**src/hdl/assert_macros.svh**
```systemverilog
// ----------------------------------------------------------------------------
// Assertion macros
// Shared concurrent assertion forms for the deque block, clocked on clk and
// disabled while rst_n is low.
// ----------------------------------------------------------------------------
`ifndef ASSERT_MACROS_SVH
`define ASSERT_MACROS_SVH

// A condition that must hold at every clock edge out of reset.
`define DREQ_ASSERT_ALWAYS(lbl, cond, msg) \
  lbl: assert property (@(posedge clk) disable iff (!rst_n) (cond)) else $error(msg);

// A consequence that must hold in the cycle after the antecedent.
`define DREQ_ASSERT_NEXT(lbl, ante, cons, msg) \
  lbl: assert property (@(posedge clk) disable iff (!rst_n) (ante) |=> (cons)) \
    else $error(msg);

`endif

```
**src/hdl/dreq_pkg.sv**
```systemverilog
// ----------------------------------------------------------------------------
// Deque package
// Action and status codes, field widths and the per-cell operation type.
// ----------------------------------------------------------------------------
package dreq_pkg;

  localparam int VALUE_W  = 32;
  localparam int ACTION_W = 2;
  localparam int STATUS_W = 2;

  // Action codes carried in the input tuser field.
  localparam logic [ACTION_W-1:0] ACT_PUSH_FRONT = 2'd0;
  localparam logic [ACTION_W-1:0] ACT_PUSH_REAR  = 2'd1;
  localparam logic [ACTION_W-1:0] ACT_POP_FRONT  = 2'd2;
  localparam logic [ACTION_W-1:0] ACT_POP_REAR   = 2'd3;

  // Status codes carried in the output tuser field.
  localparam logic [STATUS_W-1:0] ST_DONE  = 2'd0;
  localparam logic [STATUS_W-1:0] ST_FULL  = 2'd1;
  localparam logic [STATUS_W-1:0] ST_EMPTY = 2'd2;

  // Operation broadcast to every cell; at most one member is set.
  typedef struct packed {
    logic push_front;
    logic push_rear;
    logic pop_front;
    logic pop_rear;
  } cell_op_t;

endpackage

```
**src/hdl/dreq_cell.sv**
```systemverilog
// ----------------------------------------------------------------------------
// Deque cell
// One slot of the packed deque chain. Shifts toward the rear on a front push,
// toward the front on a front pop, and acts as the rear slot when it is the
// boundary between occupied and free cells.
// ----------------------------------------------------------------------------
module dreq_cell
  import dreq_pkg::*;
(
  input  logic               clk,
  input  logic               rst_n,
  input  cell_op_t           op,
  input  logic [VALUE_W-1:0] value_in,
  input  logic [VALUE_W-1:0] left_data,
  input  logic               left_valid,
  input  logic [VALUE_W-1:0] right_data,
  input  logic               right_valid,
  output logic [VALUE_W-1:0] data_o,
  output logic               valid_o
);

  logic [VALUE_W-1:0] data_r;
  logic [VALUE_W-1:0] data_nxt;
  logic               valid_r;
  logic               valid_nxt;

  // Next contents of the slot for the broadcast operation.
  always_comb begin
    data_nxt  = data_r;
    valid_nxt = valid_r;
    if (op.push_front) begin
      data_nxt  = left_data;
      valid_nxt = left_valid;
    end else if (op.push_rear) begin
      // The first free slot behind an occupied one takes the new item.
      if (!valid_r && left_valid) begin
        data_nxt  = value_in;
        valid_nxt = 1'b1;
      end
    end else if (op.pop_front) begin
      data_nxt  = right_data;
      valid_nxt = right_valid;
    end else if (op.pop_rear) begin
      // The last occupied slot is released.
      if (valid_r && !right_valid) begin
        valid_nxt = 1'b0;
      end
    end
  end

  // Occupancy flag.
  always_ff @(posedge clk) begin
    if (!rst_n) begin
      valid_r <= 1'b0;
    end else begin
      valid_r <= valid_nxt;
    end
  end

  // Stored value.
  always_ff @(posedge clk) begin
    data_r <= data_nxt;
  end

  assign data_o  = data_r;
  assign valid_o = valid_r;

endmodule

```
**src/hdl/double_ended_ring_queue.sv**
```systemverilog
// Double-ended queue of DEPTH 32-bit items held in a chain of shifting cells.
// The result of a transaction is registered and presented in the cycle after it is accepted.
// Throughput: one transaction per cycle; the output register frees in the cycle
// its result is taken, so the input stalls only while the output stalls.
// Reset: synchronous active-low rst_n empties the queue and drops the output valid.
// ----------------------------------------------------------------------------
// Double-ended ring queue
// Push and pop at either end; full pushes and empty pops are refused with a
// status code. Items stay packed from cell 0 (front) toward the rear.
// ----------------------------------------------------------------------------
`include "assert_macros.svh"

module double_ended_ring_queue
  import dreq_pkg::*;
#(
  parameter int DEPTH = 16
) (
  input  logic        clk,
  input  logic        rst_n,
  input  logic        in_tvalid,
  output logic        in_tready,
  input  logic [31:0] in_tdata,   // [31:0] value_in
  input  logic [1:0]  in_tuser,   // [1:0] action
  output logic        out_tvalid,
  input  logic        out_tready,
  output logic [31:0] out_tdata,  // [31:0] value_out
  output logic [1:0]  out_tuser   // [1:0] status
);

  logic [VALUE_W-1:0]  cell_data [DEPTH];
  logic [DEPTH-1:0]    cell_valid;
  logic [VALUE_W-1:0]  left_data [DEPTH];
  logic [DEPTH-1:0]    left_valid;
  logic [VALUE_W-1:0]  right_data [DEPTH];
  logic [DEPTH-1:0]    right_valid;

  logic                accept;
  logic                is_push;
  logic                is_pop;
  logic                q_empty;
  logic                q_full;
  cell_op_t            op;
  logic [VALUE_W-1:0]  rear_data;
  logic [VALUE_W-1:0]  res_value;
  logic [STATUS_W-1:0] res_status;

  logic                out_valid_r;
  logic                out_valid_nxt;
  logic [VALUE_W-1:0]  out_value_r;
  logic [STATUS_W-1:0] out_status_r;

  logic [DEPTH:0]      valid_ext;
  logic [DEPTH:0]      valid_inc;

  // Input transaction and queue condition.
  assign in_tready = !out_valid_r || out_tready;
  assign accept    = in_tvalid && in_tready;
  assign is_push   = (in_tuser == ACT_PUSH_FRONT) || (in_tuser == ACT_PUSH_REAR);
  assign is_pop    = !is_push;
  assign q_empty   = !cell_valid[0];
  assign q_full    = cell_valid[DEPTH-1];

  // Operation broadcast to the chain.
  always_comb begin
    op.push_front = accept && (in_tuser == ACT_PUSH_FRONT) && !q_full;
    op.push_rear  = accept && (in_tuser == ACT_PUSH_REAR)  && !q_full;
    op.pop_front  = accept && (in_tuser == ACT_POP_FRONT)  && !q_empty;
    op.pop_rear   = accept && (in_tuser == ACT_POP_REAR)   && !q_empty;
  end

  // Neighbor wiring: the front end is fed by the incoming value, the rear end
  // sees an empty slot beyond it.
  genvar gi;
  generate
    for (gi = 0; gi < DEPTH; gi++) begin : g_cell
      if (gi == 0) begin : g_front
        assign left_data[gi]  = in_tdata;
        assign left_valid[gi] = 1'b1;
      end else begin : g_inner_l
        assign left_data[gi]  = cell_data[gi-1];
        assign left_valid[gi] = cell_valid[gi-1];
      end
      if (gi == DEPTH - 1) begin : g_rear
        assign right_data[gi]  = '0;
        assign right_valid[gi] = 1'b0;
      end else begin : g_inner_r
        assign right_data[gi]  = cell_data[gi+1];
        assign right_valid[gi] = cell_valid[gi+1];
      end

      dreq_cell u_cell (
        .clk         (clk),
        .rst_n       (rst_n),
        .op          (op),
        .value_in    (in_tdata),
        .left_data   (left_data[gi]),
        .left_valid  (left_valid[gi]),
        .right_data  (right_data[gi]),
        .right_valid (right_valid[gi]),
        .data_o      (cell_data[gi]),
        .valid_o     (cell_valid[gi])
      );
    end
  endgenerate

  // Rear item: the single occupied cell whose right neighbor is free.
  always_comb begin
    rear_data = '0;
    for (int i = 0; i < DEPTH; i++) begin
      if (cell_valid[i] && !right_valid[i]) begin
        rear_data = rear_data | cell_data[i];
      end
    end
  end

  // Result of the current transaction.
  always_comb begin
    res_value  = '0;
    res_status = ST_DONE;
    if (is_push && q_full) begin
      res_status = ST_FULL;
    end else if (is_pop && q_empty) begin
      res_status = ST_EMPTY;
    end else if (op.pop_front) begin
      res_value = cell_data[0];
    end else if (op.pop_rear) begin
      res_value = rear_data;
    end
  end

  // Output register valid.
  always_comb begin
    out_valid_nxt = out_valid_r;
    if (accept) begin
      out_valid_nxt = 1'b1;
    end else if (out_tready) begin
      out_valid_nxt = 1'b0;
    end
  end

  always_ff @(posedge clk) begin
    if (!rst_n) begin
      out_valid_r <= 1'b0;
    end else begin
      out_valid_r <= out_valid_nxt;
    end
  end

  // Output register payload.
  always_ff @(posedge clk) begin
    if (accept) begin
      out_value_r  <= res_value;
      out_status_r <= res_status;
    end
  end

  assign out_tvalid = out_valid_r;
  assign out_tdata  = out_value_r;
  assign out_tuser  = out_status_r;

  // Occupancy must stay packed toward the front.
  assign valid_ext = {1'b0, cell_valid};
  assign valid_inc = valid_ext + {{DEPTH{1'b0}}, 1'b1};

  `DREQ_ASSERT_ALWAYS(a_packed, (valid_ext & valid_inc) == '0, "deque cells not packed")
  `DREQ_ASSERT_NEXT(a_full_refused, accept && is_push && q_full, out_tuser == ST_FULL, "full push not refused")
  `DREQ_ASSERT_NEXT(a_empty_refused, accept && is_pop && q_empty, (out_tuser == ST_EMPTY) && (out_tdata == '0), "empty pop not refused")
  `DREQ_ASSERT_NEXT(a_push_fills, accept && is_push && !q_full, cell_valid[0] && (out_tuser == ST_DONE), "push left queue empty")

endmodule
```
**config.mk**
```make
export PLATFORM = sky130hd
export DESIGN_NAME = double_ended_ring_queue
export DESIGN_NICKNAME = d
export VERILOG_FILES = /design/src/hdl/dreq_pkg.sv /design/src/hdl/dreq_cell.sv /design/src/hdl/double_ended_ring_queue.sv
export VERILOG_INCLUDE_DIRS = /design/src /design/src/hdl
export SDC_FILE = /design/constraint.sdc
export NUM_CORES = 1
export LEC_CHECK = 0
export BUFFER_PORTS_ARGS = -buffer_cell sky130_fd_sc_hd__clkbuf_2
export CORE_ASPECT_RATIO = 1.75
export CORE_MARGIN = 4
export CORE_UTILIZATION = 45
export CTS_CLUSTER_DIAMETER = 50
export DETAILED_ROUTE_END_ITERATION = 8
export GPL_TIMING_DRIVEN = 0
export PLACE_DENSITY_LB_ADDON = 0.15
export SLEW_MARGIN = 20
export SYNTH_ARGS = -nofsm -noshare
export SYNTH_HDL_FRONTEND = slang
export SYNTH_SLANG_ARGS = --single-unit
```
**constraint.sdc**
```tcl
create_clock -name clk -period 4 [get_ports clk]
set_clock_uncertainty 0.1 [all_clocks]
set_input_delay 0.8 -clock clk [delete_from_list [all_inputs] [get_ports clk]]
set_output_delay 0.8 -clock clk [all_outputs]
set_load 0.01 [all_outputs]
```
Yosys cells after proc, flatten, opt, wreduce, memory -nomap -nowiden --
Cells that the tools add are included.
Operators by class: $add $sub $neg 0, multipliers 0, divide/modulo/power cells 0, order comparisons 0, equal/unequal tests 19, shift operators 0, muxes and demuxes 179, bitwise logic cells 15, reductions and logical operators 98
Operator list (number):
- $mux W32 | 82
- $or A32 B32 Y32 | 15
- $mux W1 | 96
- $reduce_bool A4 Y1 | 16
- $ne A3 B2 Y1 const B | 16
- $reduce_and A3 Y1 | 14
- $reduce_and A2 Y1 | 18
- $logic_and A1 B1 Y1 | 26
- $logic_not A1 Y1 | 18
- $eq A2 B2 Y1 const B | 2
- $reduce_bool A3 Y1 | 1
- $eq A2 B1 Y1 const B | 1
- $logic_not A2 Y1 | 1
- $logic_or A1 B1 Y1 | 2
- $mux W2 | 1
- $reduce_bool A2 Y1 | 1
- $reduce_or A2 Y1 | 1
Word-level totals: flip-flop bits (word level) 563, bits in latches 0, RAM bits 0, bits in read-only memories 0, input bits 38, output and inout bits 36, logic and storage cells 346, memories kept 0

Depth between registers and ports, before layout --
depth after elaboration 35, mapped depth 8, gate-level depth less buffers 6

Modules after synthesis --
A second synthesis with hierarchy kept.
Second synthesis, totals: cell total of the unflattened synthesis 2870, area total of the unflattened synthesis 31795.5 um^2
By module, submodules not included:
- dreq_cell | times used 16, cells each 149, area an instance 1697.9 um^2, sequential area each 980.9 um^2
- double_ended_ring_queue | times used 1, cells each 486, area an instance 4629.4 um^2, sequential area each 1041.0 um^2

Least setup slack after synthesis --
OpenSTA, ideal clock, no wires.
path type input to register, start input port out_tready, end register g_cell[0].u_cell.data_r[0] (enable), setup time 0.432 ns, arrival time 3.271 ns, data required time 3.468 ns, path slack 0.197 ns, cell stages on the path 6, buffers on the path 1, cell sequence nand2b_1 > nand2_1 > nor3_1 > buf_2 > nor2_1 > a21oi_1
On the way: cells in the longest elaborated chain, start to end 6, elaborated cells between the ends (all ways) 11, classes of those cells eq/ne: 1; reduce/logical: 10
RTL lines:
- start: declaration | RTL line double_ended_ring_queue.sv:25 | input logic out_tready,
- $logic_or A1 B1 Y1 (*) | RTL line double_ended_ring_queue.sv:56 | assign in_tready = !out_valid_r || out_tready;
- $logic_and A1 B1 Y1 (*) | RTL line double_ended_ring_queue.sv:57 | assign accept = in_tvalid && in_tready;
- $logic_and A1 B1 Y1, on equally long branches (2 in series) | RTL line double_ended_ring_queue.sv:66, double_ended_ring_queue.sv:65, double_ended_ring_queue.sv:67
- $ne A3 B2 Y1 (no line) / $reduce_bool A3 Y1 (equally long branches)
- $reduce_and A2 Y1 (no line) (*)
- end signal: assignment | RTL line dreq_cell.sv:62 | data_r <= data_nxt;
- end: declaration | RTL line dreq_cell.sv:22 | logic [VALUE_W-1:0] data_r;
Mark *: on every way between the ends. The rest lies on a longest branch, timed or not. A chain may end at the register's enable or synchronous reset.

Worst setup path after layout --
start register g_cell[0].u_cell.valid_r, end register g_cell[1].u_cell.data_r[6] (enable)
On the way: cells in the longest elaborated chain, start to end 3, elaborated cells between the ends (all ways) 5, classes of those cells eq/ne: 1; reduce/logical: 4
RTL lines:
- start: declaration | RTL line dreq_cell.sv:24 | logic valid_r;
- start signal: assignment | RTL line dreq_cell.sv:56 | valid_r <= valid_nxt;
- $logic_and A1 B1 Y1, on equally long branches | RTL line dreq_cell.sv:36, double_ended_ring_queue.sv:67
- $ne A3 B2 Y1 (no line) / $reduce_bool A3 Y1 (equally long branches)
- $reduce_and A2 Y1 (no line) (*)
- end signal: assignment | RTL line dreq_cell.sv:62
- end: declaration | RTL line dreq_cell.sv:22
Marks and branches as above.

==> results.py <==
metrics = {
    "worst_setup_path": {
        "r2r_cells": 6,
        "arrival_ns": 4.12,
        "worstReg2RegEnd": "g_cell[1].u_cell.data_o[6]$_DFFE_PP_",
        "reg2reg_slack_ns": 0.13,
        "worstPathRequired_ns": 4.25,
        "cpMaxStageDelayCell": "nor2b_1",
        "crit_path_max_fanout": 17,
        "crit_top_cell": "buf_2",
        "path_cells": "nor2b_1 > buf_2 > buf_2 > nor2_1 > nor2_4 > buf_16",
        "critPathKind": "reg -> reg",
        "cp-end-kind": "flop",
        "start_kind": "flop",
        "r2r_start": "g_cell[0].u_cell.valid_o$_SDFFE_PN0P_",
        "max_stage_delay_ns": 0.99,
    },
    "hold_path": {
        "whs_endpoint": "out_tvalid$_SDFFE_PN0P_",
        "worstHoldPathCells": 3,
        "hp-start": "in_tvalid",
        "hold_path.class": "in -> reg",
    },
    "sta": {
        "finalSetupViolCount": 0,
        "finalCritPeriodShare": 0.969,
        "period_minus_slack_ns": 3.87,
        "slew_violations": 0,
        "hold_ws_ns": 0.329,
        "grt_setup_unrepaired": "false",
        "layout_setup_ws_ns": 0.126,
        "max_freq_ghz": 0.258,
        "worst_slew_pin_slew_ns": 1.31,
        "maxSlewHeadroom": 0.125,
        "timing.setup.tns_ns": 0,
        "hold_viol": 0,
    },
    "yosys": {
        "synth.distinct_cells": 30,
        "syn_nets": 2942,
        "ys_warn_count": 0,
        "synth_seq_cells": 563,
        "synth_top_area_share": 0.576,
        "synth_area_leader_cell": "edfxtp_1",
        "avgSynthCellArea_sq_um": 9.81,
        "ys_seq_area_frac": 0.588,
        "synth_area_sq_um": 28500,
        "syn_inst": 2904,
        "ys_top_cells_by_area": "edfxtp_1 (58%), a21oi_1 (17%), nor2_1 (6.7%), a22oi_1 (4.6%), buf_2 (2.6%)",
    },
    "placed_design": {
        "place_ws_ns": 0.113,
        "dp_hpwl_mm": 99.6,
        "dp_cells": 3796,
        "portBuffers": 73,
        "placedInstanceArea_sq_um": 30500,
        "gp_congestion": 1.09,
    },
    "clock_network": {
        "clk_pin_slew_worst_paths_ns": 0.07,
        "cts_num_sinks": 563,
        "cts_buffer_depth": 3,
        "post_cts_buffers": 0,
        "root_buffer": "clkbuf_16",
        "cts_max_level": 2,
        "ctsHoldBuffers": 0,
        "cts_buffers": 56,
        "cts_tree": "yes",
        "insertion_delay_ns": 0.64,
        "post_cts_resized": 0,
    },
    "floorplan": {
        "rows": 121,
        "initial_core_util": 0.456,
        "ios": 74,
        "die_h_microns": 341,
        "core_area_sq_um": 62500,
        "fp.dieW_microns": 198,
        "die-area_sq_um": 67500,
    },
    "grt": {
        "track_usage": 0.360,
        "grt_pass1_wl_mm": 175,
        "grt_max_degree": 37,
        "grt_pass1_vias": 23971,
        "grt-ovfl-total": 0,
        "antenna_found_initial": 3,
    },
    "route": {
        "wl_per_cell_microns": 32.3,
        "dr_total_vias": 25786,
        "dr.pass1.iters": 8,
        "drt-initial-drc-count": 3874,
        "drc": 0,
        "drt-vias-per-instance": 6.61,
        "drtAntennaViolNets": 0,
        "routed_wl_mm": 126,
    },
    "final_layout": {
        "fin_cells": 3901,
        "drive_gt1_frac": 0.115,
        "syn_to_final_growth_pct": 13.9,
        "final_core_util": 0.519,
        "final_area_sq_um": 32400,
        "final_nets": 3093,
    },
    "outcome": {
        "status": "finished, final reports clean",
    },
    "power": {
        "p_leak_nw": 11.2,
        "power_mw": 14.9,
        "ir_drop_v": 0.000375,
        "power_density_nw_per_um2": 460,
    },
    "run": {
        "drv_cap": 0,
    },
}
## layout by cell type (no fill, tap or decap), drive strengths merged
master | netlist | routed
a211oi | 2 | 2
a21boi | 2 | 2
a21oi | 942 | 942
a221oi | 47 | 47
a22o | 59 | 59
a22oi | 176 | 176
a32oi | 1 | 1
and2 | 46 | 46
and3 | 1 | 1
and4 | 3 | 3
buf | 156 | 176
bufinv | 0 | 10
clkbuf | 138 | 285
clkinv | 0 | 18
clkinvlp | 0 | 1
dfxtp | 17 | 17
diode | 0 | 2
edfxtp | 546 | 546
inv | 5 | 5
nand2 | 139 | 139
nand2b | 1 | 1
nand4 | 51 | 51
nor2 | 513 | 513
nor2b | 16 | 16
nor3 | 4 | 4
o21ai | 37 | 37
or2 | 1 | 1
or4 | 1 | 1
## state kept, by name (all words and copies together) (netlist names)
name,cells
g_cell.u_cell.valid_o,16
out_tdata,32
g_cell.u_cell.data_o,512
out_tvalid,1
out_tuser,2
## cells by family after synthesis
group / count (synthesis) / share of synthesized area
flops: 563 / 0.588
compound gates: 1266 / 0.252
buf+inv: 299 / 0.0464
simple gates: 776 / 0.114
## per-layer routing
| layer | part of all wire | GRT usage | vias to the layer above | wire length, microns |
|---|---|---|---|---|
| met5 | 0 | 0 | - | 0 |
| met4 | 0.055 | 0.162 | 0 | 6950 |
| met3 | 0.10 | 0.0693 | 364 | 13000 |
| met2 | 0.47 | 0.586 | 1878 | 59100 |
| met1 | 0.37 | 0.467 | 12417 | 47000 |
| li1 | - | - | 11127 | - |
## how the worst max path moves through the flow
stage | endpoint | cells after the start | start | slack, ns
floorplan | g_cell[0].u_cell.data_o[0]$_DFFE_PP_ | 6 | out_tready | 0.20
global placement | g_cell[14].u_cell.data_o[25]$_DFFE_PP_ | 5 | g_cell[13].u_cell.valid_o$_SDFFE_PN0P_ | -2.19
detailed placement | g_cell[0].u_cell.data_o[26]$_DFFE_PP_ | 8 | out_tready | 0.11
CTS | g_cell[1].u_cell.data_o[8]$_DFFE_PP_ | 6 | g_cell[0].u_cell.valid_o$_SDFFE_PN0P_ | 0.21
global route | g_cell[1].u_cell.data_o[8]$_DFFE_PP_ | 6 | g_cell[0].u_cell.valid_o$_SDFFE_PN0P_ | 0.13
finish | g_cell[1].u_cell.data_o[6]$_DFFE_PP_ | 6 | g_cell[0].u_cell.valid_o$_SDFFE_PN0P_ | 0.13
## power by group
group | total, mW | internal, mW | switching (mW)
clock network | 5.77 | 3.31 | 2.46
registers | 7.30 | 6.97 | 0.333
logic | 1.84 | 0.561 | 1.28
## cell usage after synthesis (all sizes together)
library cell,count
edfxtp,546
nand4,51
or4,1
nor2b,16
nand2,139
a22o,59
or2,1
and4,3
and2,46
a211oi,2
a32oi,1
nand2b,1
clkbuf,138
a21boi,2
buf,156
inv,5
and3,1
a21oi,942
a22oi,176
dfxtp,17
nor2,513
nor3,4
a221oi,47
o21ai,37
## worst max-delay path, delay by kind of cell, from the launching register on
| kind | cells | cell delay, ns |
|---|---|---|
| simple gates | 3 | 1.63 |
| buf+inv | 3 | 1.29 |
| flops | 1 | 0.50 |
## area by class of cell
class                      instances  area [sq um]
sequential                       563         16700
antenna                            2          5.00
tap                              799          1000
clock buffer                      74          1520
multi-input combinational       2042         10600
fill                            5818         30100
inverter                           5          18.8
buffer                           294          1310
timing repair buffer              93           887
clock inverter                    29           398
(Power assumes the default switching activity.)
